## src/rtl/gps_pkg.sv

```systemverilog
`timescale 1ns / 1ps
package gps_pkg;

  // Register indexes on the configuration port.
  localparam logic REG_MAX_SPACING = 1'b0;
  localparam logic REG_CATCH_RANGE = 1'b1;

  localparam int COORD_W = 32;
  localparam int DIFF_W  = 33;

  // Top-level sequencer states.
  typedef enum logic [2:0] {
    S_IDLE  = 3'b001,
    S_SCALE = 3'b010,
    S_REM   = 3'b100
  } top_state_t;

  // Decade search states.
  typedef enum logic [2:0] {
    D_IDLE  = 3'b001,
    D_CHECK = 3'b010,
    D_DIV   = 3'b100
  } dec_state_t;

  // Status from the decade search.
  typedef struct packed {
    logic done;
    logic ok;
  } dec_status_t;

  // Status from one remainder lane.
  typedef struct packed {
    logic done;
    logic found;
  } lane_status_t;

endpackage

```

## src/rtl/gps_decade.sv

```systemverilog
`timescale 1ns / 1ps
module gps_decade import gps_pkg::*; #(
  parameter int MAX_STEPS = 12,
  parameter int FRAC_BITS = 16,
  parameter int NB = 5,
  parameter int ZW = 40
) (
  input  logic          clk,
  input  logic          rst,
  input  logic          go,
  input  logic [31:0]   scale,
  input  logic [15:0]   max_spacing,
  output dec_status_t   status,
  output logic [ZW-1:0] pitch
);

  localparam int SW = $clog2(MAX_STEPS + 1);
  localparam int BW = (NB > 1) ? $clog2(NB) : 1;

  dec_state_t    st;
  logic [ZW-1:0] z;
  logic [SW-1:0] steps;
  logic [BW-1:0] bcnt;
  logic [3:0]    rem;

  // Window bounds derived from max_spacing.
  logic [31:0]   ms_prod;
  logic [12:0]   ms_div10;
  logic [ZW-1:0] hi;
  logic [ZW-1:0] lo;
  logic          lo_en;
  logic          over;
  logic          under;
  logic          exhausted;

  assign ms_prod   = 32'(max_spacing) * 32'd52429;
  assign ms_div10  = ms_prod[31:19];
  assign hi        = ZW'(max_spacing) << FRAC_BITS;
  assign lo        = ZW'(ms_div10 - 13'd1) << FRAC_BITS;
  assign lo_en     = (ms_div10 != 13'd0);
  assign over      = (z > hi);
  assign under     = lo_en && (z < lo);
  assign exhausted = (steps >= SW'(MAX_STEPS));

  // One byte of the divide by ten per cycle, most significant first.
  logic [11:0] cur;
  logic [23:0] qprod;
  logic [7:0]  qb;
  logic [11:0] qb10;

  assign cur   = {rem, z[ZW-1 -: 8]};
  assign qprod = 24'(cur) * 24'd1639;
  assign qb    = qprod[21:14];
  assign qb10  = 12'(qb) * 12'd10;

  assign pitch = z;

  always_ff @(posedge clk) begin
    if (rst) begin
      st     <= D_IDLE;
      status <= '0;
    end else begin
      status <= '0;
      unique case (st)
        D_IDLE: begin
          if (go) begin
            z     <= ZW'(scale);
            steps <= '0;
            if (scale == 32'd0) begin
              status <= '{done: 1'b1, ok: 1'b0};
            end else begin
              st <= D_CHECK;
            end
          end
        end
        D_CHECK: begin
          if (over) begin
            if (exhausted) begin
              status <= '{done: 1'b1, ok: 1'b0};
              st     <= D_IDLE;
            end else begin
              bcnt <= BW'(NB - 1);
              rem  <= 4'd0;
              st   <= D_DIV;
            end
          end else if (under) begin
            if (exhausted) begin
              status <= '{done: 1'b1, ok: 1'b0};
              st     <= D_IDLE;
            end else begin
              z     <= ZW'({z, 3'b000}) + ZW'({z, 1'b0});
              steps <= steps + SW'(1);
            end
          end else begin
            status <= '{done: 1'b1, ok: (z != '0)};
            st     <= D_IDLE;
          end
        end
        D_DIV: begin
          z   <= {z[ZW-9:0], qb};
          rem <= 4'(cur - qb10);
          if (bcnt == '0) begin
            steps <= steps + SW'(1);
            st    <= D_CHECK;
          end else begin
            bcnt <= bcnt - BW'(1);
          end
        end
        default: st <= D_IDLE;
      endcase
    end
  end

endmodule

```

## src/rtl/gps_lane.sv

```systemverilog
`timescale 1ns / 1ps
module gps_lane import gps_pkg::*; #(
  parameter int  ZW = 40,
  parameter int  FRAC_BITS = 16,
  parameter bit  FIRST_NEG = 1'b0
) (
  input  logic                 clk,
  input  logic                 rst,
  input  logic                 go,
  input  logic [DIFF_W-1:0]    diff,
  input  logic [ZW-1:0]        pitch,
  input  logic [7:0]           catch_range,
  output lane_status_t         status,
  output logic signed [ZW+1:0] shift
);

  localparam int SHW = ZW + 2;
  localparam int LW  = 8 + FRAC_BITS;

  logic              run;
  logic              pend;
  logic [5:0]        cnt;
  logic [DIFF_W-1:0] mag;
  logic              neg;
  logic [ZW-1:0]     rem;

  // Restoring remainder step, one dividend bit per cycle.
  logic [ZW:0] t;
  assign t = {rem, mag[DIFF_W-1]};

  // Candidate offsets to the nearest grid lines.
  logic signed [SHW-1:0] r;
  logic signed [SHW-1:0] zs;
  logic signed [SHW-1:0] c1;
  logic signed [SHW-1:0] c2;
  logic [SHW-1:0]        a0;
  logic [SHW-1:0]        a1;
  logic [SHW-1:0]        a2;
  logic [SHW-1:0]        lim;

  assign zs  = $signed({2'b00, pitch});
  assign r   = neg ? -$signed({2'b00, rem}) : $signed({2'b00, rem});
  assign c1  = FIRST_NEG ? r - zs : r + zs;
  assign c2  = FIRST_NEG ? r + zs : r - zs;
  assign a0  = r[SHW-1]  ? SHW'(-r)  : SHW'(r);
  assign a1  = c1[SHW-1] ? SHW'(-c1) : SHW'(c1);
  assign a2  = c2[SHW-1] ? SHW'(-c2) : SHW'(c2);
  assign lim = SHW'(LW'(catch_range) << FRAC_BITS);

  always_ff @(posedge clk) begin
    if (rst) begin
      run    <= 1'b0;
      pend   <= 1'b0;
      status <= '0;
    end else begin
      status <= '0;
      if (go) begin
        mag  <= diff[DIFF_W-1] ? DIFF_W'(-$signed(diff)) : diff;
        neg  <= diff[DIFF_W-1];
        rem  <= '0;
        cnt  <= 6'(DIFF_W);
        run  <= 1'b1;
      end else if (run) begin
        rem <= (t >= {1'b0, pitch}) ? ZW'(t - {1'b0, pitch}) : ZW'(t);
        mag <= {mag[DIFF_W-2:0], 1'b0};
        cnt <= cnt - 6'd1;
        if (cnt == 6'd1) begin
          run  <= 1'b0;
          pend <= 1'b1;
        end
      end else if (pend) begin
        // Try the line itself first, then the two neighbors in lane order.
        pend <= 1'b0;
        if (a0 < lim) begin
          status <= '{done: 1'b1, found: 1'b1};
          shift  <= r;
        end else if (a1 < lim) begin
          status <= '{done: 1'b1, found: 1'b1};
          shift  <= c1;
        end else if (a2 < lim) begin
          status <= '{done: 1'b1, found: 1'b1};
          shift  <= c2;
        end else begin
          status <= '{done: 1'b1, found: 1'b0};
          shift  <= r;
        end
      end
    end
  end

endmodule

```

## src/rtl/grid_point_snap.sv

```systemverilog
`timescale 1ns / 1ps
// Snaps a point onto a decimal view grid.
// Input word: point_x/y, view_scale and offset_x/y, taken at a clock edge where
// start is high and busy is low. busy stays high until the result is out.
// Result word: snapped_x/y and caught, shown for one cycle while done is high;
// the receiver cannot stall, so the result must be taken in that cycle.
// Configuration: cfg_we writes cfg_data into register cfg_index (0 is
// max_spacing, 1 is catch_range) at a clock edge; write only while idle.
// Sequence: when the scale is already inside the window, the word passes
// through capture, the window check, the remainder lanes (load, 33
// bit-serial remainder steps, shift choice) and the merge. Each multiply by
// ten adds a window step; each divide by ten adds a decision step and one
// byte of the pitch per cycle. A zero scale returns straight after capture,
// with no search; a failed search returns once the steps run out. One item
// is in flight at a time; busy drops with done, so the next word can be
// taken in the cycle that carries the result.
// Reset: synchronous, active high; clears the sequencer and loads
// max_spacing 200 and catch_range 8. No memories, no clearing pass.
module grid_point_snap import gps_pkg::*; #(
  parameter int MAX_DECADE_STEPS = 12,
  parameter int FRAC_BITS = 16
) (
  input  logic        clk,
  input  logic        rst,
  input  logic        start,
  output logic        busy,
  input  logic [31:0] point_x,
  input  logic [31:0] point_y,
  input  logic [31:0] view_scale,
  input  logic [31:0] offset_x,
  input  logic [31:0] offset_y,
  output logic        done,
  output logic [31:0] snapped_x,
  output logic [31:0] snapped_y,
  output logic        caught,
  input  logic        cfg_we,
  input  logic        cfg_index,
  input  logic [15:0] cfg_data
);

  localparam int ZMIN = (FRAC_BITS + 20 > 33) ? FRAC_BITS + 20 : 33;
  localparam int NB   = (ZMIN + 7) / 8;
  localparam int ZW   = NB * 8;
  localparam int SHW  = ZW + 2;
  localparam int OW   = ZW + 3;

  top_state_t  st;
  logic [15:0] max_spacing;
  logic [7:0]  catch_range;
  logic [31:0] px, py, ox, oy;

  // Configuration registers.
  always_ff @(posedge clk) begin
    if (rst) begin
      max_spacing <= 16'd200;
      catch_range <= 8'd8;
    end else if (cfg_we) begin
      unique case (cfg_index)
        REG_MAX_SPACING: max_spacing <= cfg_data;
        REG_CATCH_RANGE: catch_range <= cfg_data[7:0];
        default: ;
      endcase
    end
  end

  dec_status_t   dec_st;
  logic [ZW-1:0] pitch;
  logic          dec_go;

  assign dec_go = start && !busy;

  gps_decade #(
    .MAX_STEPS(MAX_DECADE_STEPS), .FRAC_BITS(FRAC_BITS), .NB(NB), .ZW(ZW)
  ) u_decade (
    .clk, .rst, .go(dec_go), .scale(view_scale), .max_spacing,
    .status(dec_st), .pitch
  );

  // One lane per axis.
  lane_status_t          lx_st, ly_st;
  logic signed [SHW-1:0] sx, sy;
  logic                  lane_go;
  logic [DIFF_W-1:0]     dx, dy;

  assign lane_go = dec_st.done && dec_st.ok;
  assign dx = DIFF_W'($signed(px)) - DIFF_W'($signed(ox));
  assign dy = DIFF_W'($signed(py)) - DIFF_W'($signed(oy));

  gps_lane #(.ZW(ZW), .FRAC_BITS(FRAC_BITS), .FIRST_NEG(1'b1)) u_lane_x (
    .clk, .rst, .go(lane_go), .diff(dx), .pitch, .catch_range,
    .status(lx_st), .shift(sx)
  );

  gps_lane #(.ZW(ZW), .FRAC_BITS(FRAC_BITS), .FIRST_NEG(1'b0)) u_lane_y (
    .clk, .rst, .go(lane_go), .diff(dy), .pitch, .catch_range,
    .status(ly_st), .shift(sy)
  );

  // Merge: move the point by both shifts and saturate.
  logic signed [OW-1:0] mx, my;
  logic [31:0]          satx, saty;

  assign mx = OW'($signed(px)) - OW'(sx);
  assign my = OW'($signed(py)) - OW'(sy);

  always_comb begin
    if (mx[OW-1:31] == '0 || mx[OW-1:31] == '1) begin
      satx = mx[31:0];
    end else begin
      satx = mx[OW-1] ? 32'h8000_0000 : 32'h7FFF_FFFF;
    end
    if (my[OW-1:31] == '0 || my[OW-1:31] == '1) begin
      saty = my[31:0];
    end else begin
      saty = my[OW-1] ? 32'h8000_0000 : 32'h7FFF_FFFF;
    end
  end

  assign busy = (st != S_IDLE);

  // Sequencer and result word.
  always_ff @(posedge clk) begin
    if (rst) begin
      st     <= S_IDLE;
      done   <= 1'b0;
      caught <= 1'b0;
    end else begin
      done   <= 1'b0;
      caught <= 1'b0;
      unique case (st)
        S_IDLE: begin
          if (start) begin
            px <= point_x;
            py <= point_y;
            ox <= offset_x;
            oy <= offset_y;
            st <= S_SCALE;
          end
        end
        S_SCALE: begin
          if (dec_st.done) begin
            if (dec_st.ok) begin
              st <= S_REM;
            end else begin
              snapped_x <= px;
              snapped_y <= py;
              done      <= 1'b1;
              st        <= S_IDLE;
            end
          end
        end
        S_REM: begin
          if (lx_st.done) begin
            if (lx_st.found && ly_st.found) begin
              snapped_x <= satx;
              snapped_y <= saty;
              caught    <= 1'b1;
            end else begin
              snapped_x <= px;
              snapped_y <= py;
            end
            done <= 1'b1;
            st   <= S_IDLE;
          end
        end
        default: st <= S_IDLE;
      endcase
    end
  end

endmodule

```

## config.mk

```make
export PLATFORM = sky130hd
export DESIGN_NAME = grid_point_snap
export DESIGN_NICKNAME = d
export VERILOG_FILES = /design/src/rtl/gps_pkg.sv /design/src/rtl/gps_decade.sv /design/src/rtl/gps_lane.sv /design/src/rtl/grid_point_snap.sv
export SDC_FILE = /design/constraint.sdc
export NUM_CORES = 2
export LEC_CHECK = 0
export ABC_AREA = 1
export BUFFER_PORTS_ARGS = -buffer_cell sky130_fd_sc_hd__buf_2
export CORE_UTILIZATION = 40
export CTS_CLUSTER_DIAMETER = 30
export DETAILED_ROUTE_END_ITERATION = 16
export HOLD_SLACK_MARGIN = 0.05
export MAX_ROUTING_LAYER = met4
export PLACE_DENSITY = 0.65
export SLEW_MARGIN = 20
export SYNTH_ARGS = -nofsm -noshare
export SYNTH_HDL_FRONTEND = slang
export SYNTH_SLANG_ARGS = --single-unit
```

## constraint.sdc

```tcl
create_clock -name clk -period 24.4 [get_ports clk]
set_input_delay 1.22 -clock clk [delete_from_list [all_inputs] [get_ports clk]]
set_output_delay 1.22 -clock clk [all_outputs]
set_load 0.1 [all_outputs]
```

; ---- After elaboration in Yosys (flattened, before gate mapping)
; Cells that the tools add are included.
[word_totals]
register_bits = 528
out_inout_bits = 67
elab_cells = 247
input_bits = 181
[op_classes]
magnitude_cmp = 11
bitwise = 9
addsub = 27
n_mux = 98
multipliers = 3
n_reduce_logical = 38
eq_ne = 26
[op_table]
columns = op, count
row1 = $mux 42, 14
row2 = $mux 32, 12
row3 = $mux 40, 8
row4 = $lt 42x24->1, 6
row5 = $neg 42->42, 6
row6 = $mux 33, 6
row7 = $pmux 32 s2, 2
row8 = $pmux 40 s3, 1
row9 = $sub 32x42->43, 2
row10 = $add 42x41->42, 2
row11 = $neg 40->42, 2
row12 = $sub 42x41->42, 2
row13 = $ge 41x40->1, 2
row14 = $sub 40x40->40, 2
row15 = $neg 33->33, 2
row16 = $sub 32x32->33, 2
row17 = $mux 3, 14
row18 = $add 40x40->40, 1
row19 = $gt 40x32->1, 1
row20 = $lt 40x40->1, 1
row21 = $reduce_bool 40->1, 1
row22 = $logic_not 32->1, 1
row23 = $mul 16x16->32 const B, 1
row24 = $mux 4, 7
row25 = other kinds (43), 114

; ---- Depth between registers and ports, before layout
[depth]
depth_word = 9
depth_mapped = 48
mapped_depth_nobuf = 45

; ---- Hierarchy
; From an unflattened synthesis, not the netlist that was laid out.
[unflattened]
cells_unflattened = 12091
hier_area_um2 = 76304.4
[modules_own_cells]
columns = mod, area_each_um2, cells_per_inst, n_inst
row1 = gps_lane at u_lane_x, 21619.5, 3792, 1
row2 = gps_lane at u_lane_y, 21579.4, 3781, 1
row3 = grid_point_snap, 19383.6, 2691, 1
row4 = gps_decade, 13721.9, 1827, 1

; ---- Least setup slack after synthesis
; Ideal clock, no wire load.
[synth_path]
kind = register -> register
start = reg max_spacing[2]
end = reg u_decade.z[0] (netlist: u_decade.pitch[0]) (enable)
required_ns = 23.963
stages_incl_launch_ff = 31
t_arrival_ns = 8.597
setup_time_ns = 0.437
path_slack_ns = 15.366
cell_sequence = dfxtp_1 -> ha_1 -> inv_1 -> fa_1 -> inv_1 -> fa_1 -> fa_1 -> fa_1 -> inv_1 -> fa_1 -> inv_1 -> ha_1 -> nand2_1 -> nor4_1 -> nand4_1 -> nand3_1 -> a21oi_1 -> o21ai_0 -> a21boi_0 -> xor2_1 -> or2_2 -> nor2_1 -> nand3_1 -> ha_1 -> a21oi_1 -> o221ai_1 -> nand2_1 -> o2111ai_1 -> a21oi_1 -> a31oi_1 -> nor2_1
[synth_between]
elab_chain_cells = 6
word_cells_on_any_way = 9
cone_classes = add/sub (1) / mul (1) / order compare (2) / eq/ne (2) / reduce/logical (3)
[synth_lines]
columns = element, line
row1 = start: declaration, grid_point_snap.sv:48  ; logic [15:0] max_spacing;
row2 = start signal: assignment, grid_point_snap.sv:59  ; REG_MAX_SPACING: max_spacing <= cfg_data;
row3 = $mul 16x16->32, gps_decade.sv:36  ; assign ms_prod = 32'(max_spacing) * 32'd52429;
row4 = $sub 13x1->14, gps_decade.sv:39  ; assign lo = ZW'(ms_div10 - 13'd1) << FRAC_BITS;
row5 = $lt 40x40->1, gps_decade.sv:42  ; assign under = lo_en && (z < lo);
row6 = $logic_and 1x1->1, gps_decade.sv:42
row7 = $ne 2x1->1 (no source line), -
row8 = $reduce_and 6->1 (no source line) (*), -
row9 = end signal: assignment, gps_decade.sv:67  ; z <= ZW'(scale);
row10 = end signal: assignment, gps_decade.sv:91  ; z <= ZW'({z, 3'b000}) + ZW'({z, 1'b0});
row11 = end signal: assignment, gps_decade.sv:100  ; z <= {z[ZW-9:0], qb};
row12 = end: declaration, gps_decade.sv:21  ; logic [ZW-1:0] z;
; Mark *: on every way between the ends. The rest lies on a longest branch, timed or not.
; A chain may end at the register's enable or synchronous reset.

; ---- Final worst setup path
[layout_path]
start = reg max_spacing[3]
end = reg u_decade.z[11] (netlist: u_decade.pitch[11]) (enable)
; Same word-level chain as after synthesis.

==> impl_metrics.yaml <==
worst_setup_path:
  crit_arrival_ps: 9780
  crit_top_cell: "fa_1"
  cp_data_required_time_ps: 24860
  r2r_slack_ps: 15090
  criticalPathCategory: "reg -> reg"
  start_kind: "register"
  reg2reg_depth: 31
  r2r_end: "u_decade.pitch[11]$_DFFE_PP_"
  cp_max_fo: 25
  worstSetupEndpointType: "register"
  crit_slowest_cell: "fa_1"
  slowest_delay_ps: 550
  r2r-start: "max_spacing[3]$_SDFFE_PP1P_"
run_status:
  status: "completed"
cts:
  clk_latency_ps: 800
  postCtsSetupBuffers: 0
  cts_sinks: 528
  cts_resized: 0
  clk_path_buf_depth: 3
  htree_levels: 4
  cts_tree: "done"
  cts_hold_buf: 0
  cts_made_buffers: 142
  clk_pin_slew_ps: 40
  root_buffer: "clkbuf_16"
sta:
  fin_setup_tns_ps: 0
  fin_skew_ps: 63.8
  max_freq_mhz: 107
  hold_viol_final: 0
  finalCriticalPeriod_ps: 9310
  min_period_over_period: 0.382
  drv_slew: 0
  maxSlewHeadroom: 0.218
  setup_viol: 0
  rsz0062_at_grt: "false"
  worst_slack_ps: 15090
  tightest_slew_ps: 1170
die:
  initial_core_util: 0.405
  die_h_um: 425
  die-area_sq_um: 181000
  coreArea_sq_um: 177000
  die_width_um: 425
  rows: 154
  ios: 248
worst_hold_path:
  hold_class: "reg -> reg"
  hold_end: "u_lane_y.pend$_SDFFE_PP0P_"
  min_path_cells: 1
  hold_start: "u_lane_y.pend$_SDFFE_PP0P_"
routing:
  wire_per_inst_um: 23.5
  first_iter_violations: 7731
  drtPass1Iterations: 8
  wl_um: 326000
  ant_nets: 0
  vias: 76700
  drc_errors: 0
  avgViaCountPerCell: 5.54
grt:
  grt.overflow.total: 0
  grt_pass1_wl_um: 470000
  antenna_found_initial: 13
  grt_max_degree: 72
  grt_usage: 0.361
  grt_pass1_vias: 71800
synthesis:
  synth.distinct_cells: 69
  syn_area_per_cell_sq_um: 6.44
  syn_area_sq_um: 71600
  ys_warn_count: 0
  yosysSeqAreaShare: 0.216
  synth.largest_area_cell: "edfxtp_1"
  yosysMostFrequentCell: "nand2_1"
  synthTopCellsByCount: "nand2_1, inv_1, nor2_1"
  synth_cells: 11100
  synth_nets: 12100
  synth_edf_count: 487
  ys_top_cells_by_area: "edfxtp_1, nand2_1, ha_1, inv_1, nor2_1"
  synth_seq_cells: 528
  async_flop_share: 0
  synth_top_area_share: 0.204
  ys.flop_type: "edfxtp_1"
cells_and_area:
  layout-drive-gt1-share: 0.0754
  final_nets: 12400
  post-route-util: 0.456
  fillers: 18700
  final_area_sq_um: 80700
  area_growth_pct: 12.7
place:
  placed_cell_area_sq_um: 75600
  gp_congestion: 1.07
  hpwl_um: 270000
  numPortBuffers: 247
  post-place-ws_ps: 15320
power:
  combPwrFrac: 0.589
  power.share.clock: 0.258
  power_density_nw_per_um2: 93.6
  p_total_uw: 7550
  sw_frac_of_total: 0.502
  p_sw_uw: 3790
  internal_power_uw: 3760
  seqPwrFrac: 0.153
  vdd_drop_max_mv: 0.294
  power_leakage_uw: 0.0405
flow_run:
  drv_cap: 0
## logic make-up (layout without fill, tap and decap cells)
family,Yosys count,after routing,share of synthesized area
compound gates,1571,1571,0.124
xor+xnor,402,402,0.0492
fa+ha+maj,854,854,0.163
buf+inv,2056,2457,0.112
flops,528,528,0.216
other cells,0,6,0
simple gates,5699,5699,0.336
## power by group through the flow
stage | registers [uW] | logic (uW) | clock network [uW]
CTS | 1150 | 4390 | 1970
floorplan | 1130 | 3020 | 0
global placement | 1160 | 4310 | 0
detailed placement | 1160 | 4350 | 0
global route | 1150 | 4950 | 2020
finish | 1150 | 4450 | 1950
## layout make-up
class                   instances  area, sq um  area share
diodes                          6         15.0    0.000186
clock buffers                 165         3670      0.0455
clock inverters                99         1400      0.0173
inverters                    1837         6910      0.0856
multi-input cells            8526        48200       0.598
flip-flops and latches        528        15400       0.191
well taps                    2340         2930      0.0363
repair buffers                356         2070      0.0256
## placed cells by master, fill, tap and decap left out, types with 31 or more instances in the layout
master,instances
a21boi_0,59
a21oi_1,703
a31oi_1,50
buf_2,247
buf_4,108
clkbuf_16,142
dfxtp_1,41
edfxtp_1,487
fa_1,131
ha_1,723
inv_1,1749
inv_2,69
nand2_1,3212
nand2_2,62
nand3_1,741
nand4_1,226
nor2_1,1111
nor2_2,52
nor3_1,99
nor4_1,60
o211ai_1,37
o21ai_0,460
o21ai_1,31
o21bai_1,46
o221ai_1,35
xnor2_1,122
xor2_1,276
## layer usage
layer,vias up,global-route usage,wire length (um),part of all wire
met4,0,0.188,19200,0.059
met3,627,0.0500,25200,0.077
li1,36700,-,-,-
met2,3314,0.551,143000,0.44
met5,-,-,0,0
met1,36100,0.462,139000,0.43
## worst max-delay path, delay by kind of cell, from the launching register on
kind	cells	cell delay (ps)
XOR/XNOR	1	220
AO/OA/AOI/OAI	8	1740
adder cells (fa/ha/maj)	8	3840
AND/OR/NAND/NOR	9	2260
flip-flops	1	390
buffers and inverters	5	500
## worst max-delay path by stage
| stage | start | to | slack (ps) |
|---|---|---|---|
| floorplan | max_spacing[2]$_SDFFE_PP0P_ | u_decade.pitch[0]$_DFFE_PP_ | 15370 |
| global placement | max_spacing[5]$_SDFFE_PP0P_ | u_decade.pitch[10]$_DFFE_PP_ | 14950 |
| detailed placement | max_spacing[3]$_SDFFE_PP1P_ | u_decade.pitch[11]$_DFFE_PP_ | 15320 |
| CTS | max_spacing[3]$_SDFFE_PP1P_ | u_decade.pitch[2]$_DFFE_PP_ | 15180 |
| global route | max_spacing[3]$_SDFFE_PP1P_ | u_decade.pitch[2]$_DFFE_PP_ | 14460 |
| finish | max_spacing[3]$_SDFFE_PP1P_ | u_decade.pitch[11]$_DFFE_PP_ | 15090 |
## sequential cells by signal (all words and copies together) (netlist names), 2 cells and up
| name | flops |
|---|---|
| catch_range | 8 |
| u_decade.bcnt | 3 |
| u_lane_y.shift | 42 |
| oy | 32 |
| snapped_x | 32 |
| u_decade.rem | 4 |
| u_decade.pitch | 40 |
| u_decade.steps | 4 |
| py | 32 |
| u_lane_x.rem | 40 |
| px | 32 |
| ox | 32 |
| u_decade.status | 2 |
| u_decade.st | 3 |
| u_lane_x.mag | 33 |
| u_lane_x.status | 2 |
| snapped_y | 32 |
| u_lane_y.cnt | 6 |
| u_lane_x.cnt | 6 |
| u_lane_y.rem | 40 |
| max_spacing | 16 |
| st | 3 |
| u_lane_x.shift | 42 |
| u_lane_y.mag | 33 |
## stage by stage
step	hold WS (ps)	instances
2_1_floorplan	425	11100
3_3_place_gp	450	13600
3_5_place_dp	471	13600
4_1_cts	480	13900
5_1_grt	492	13900
6_report	478	13900
(Power assumes the default switching activity.)
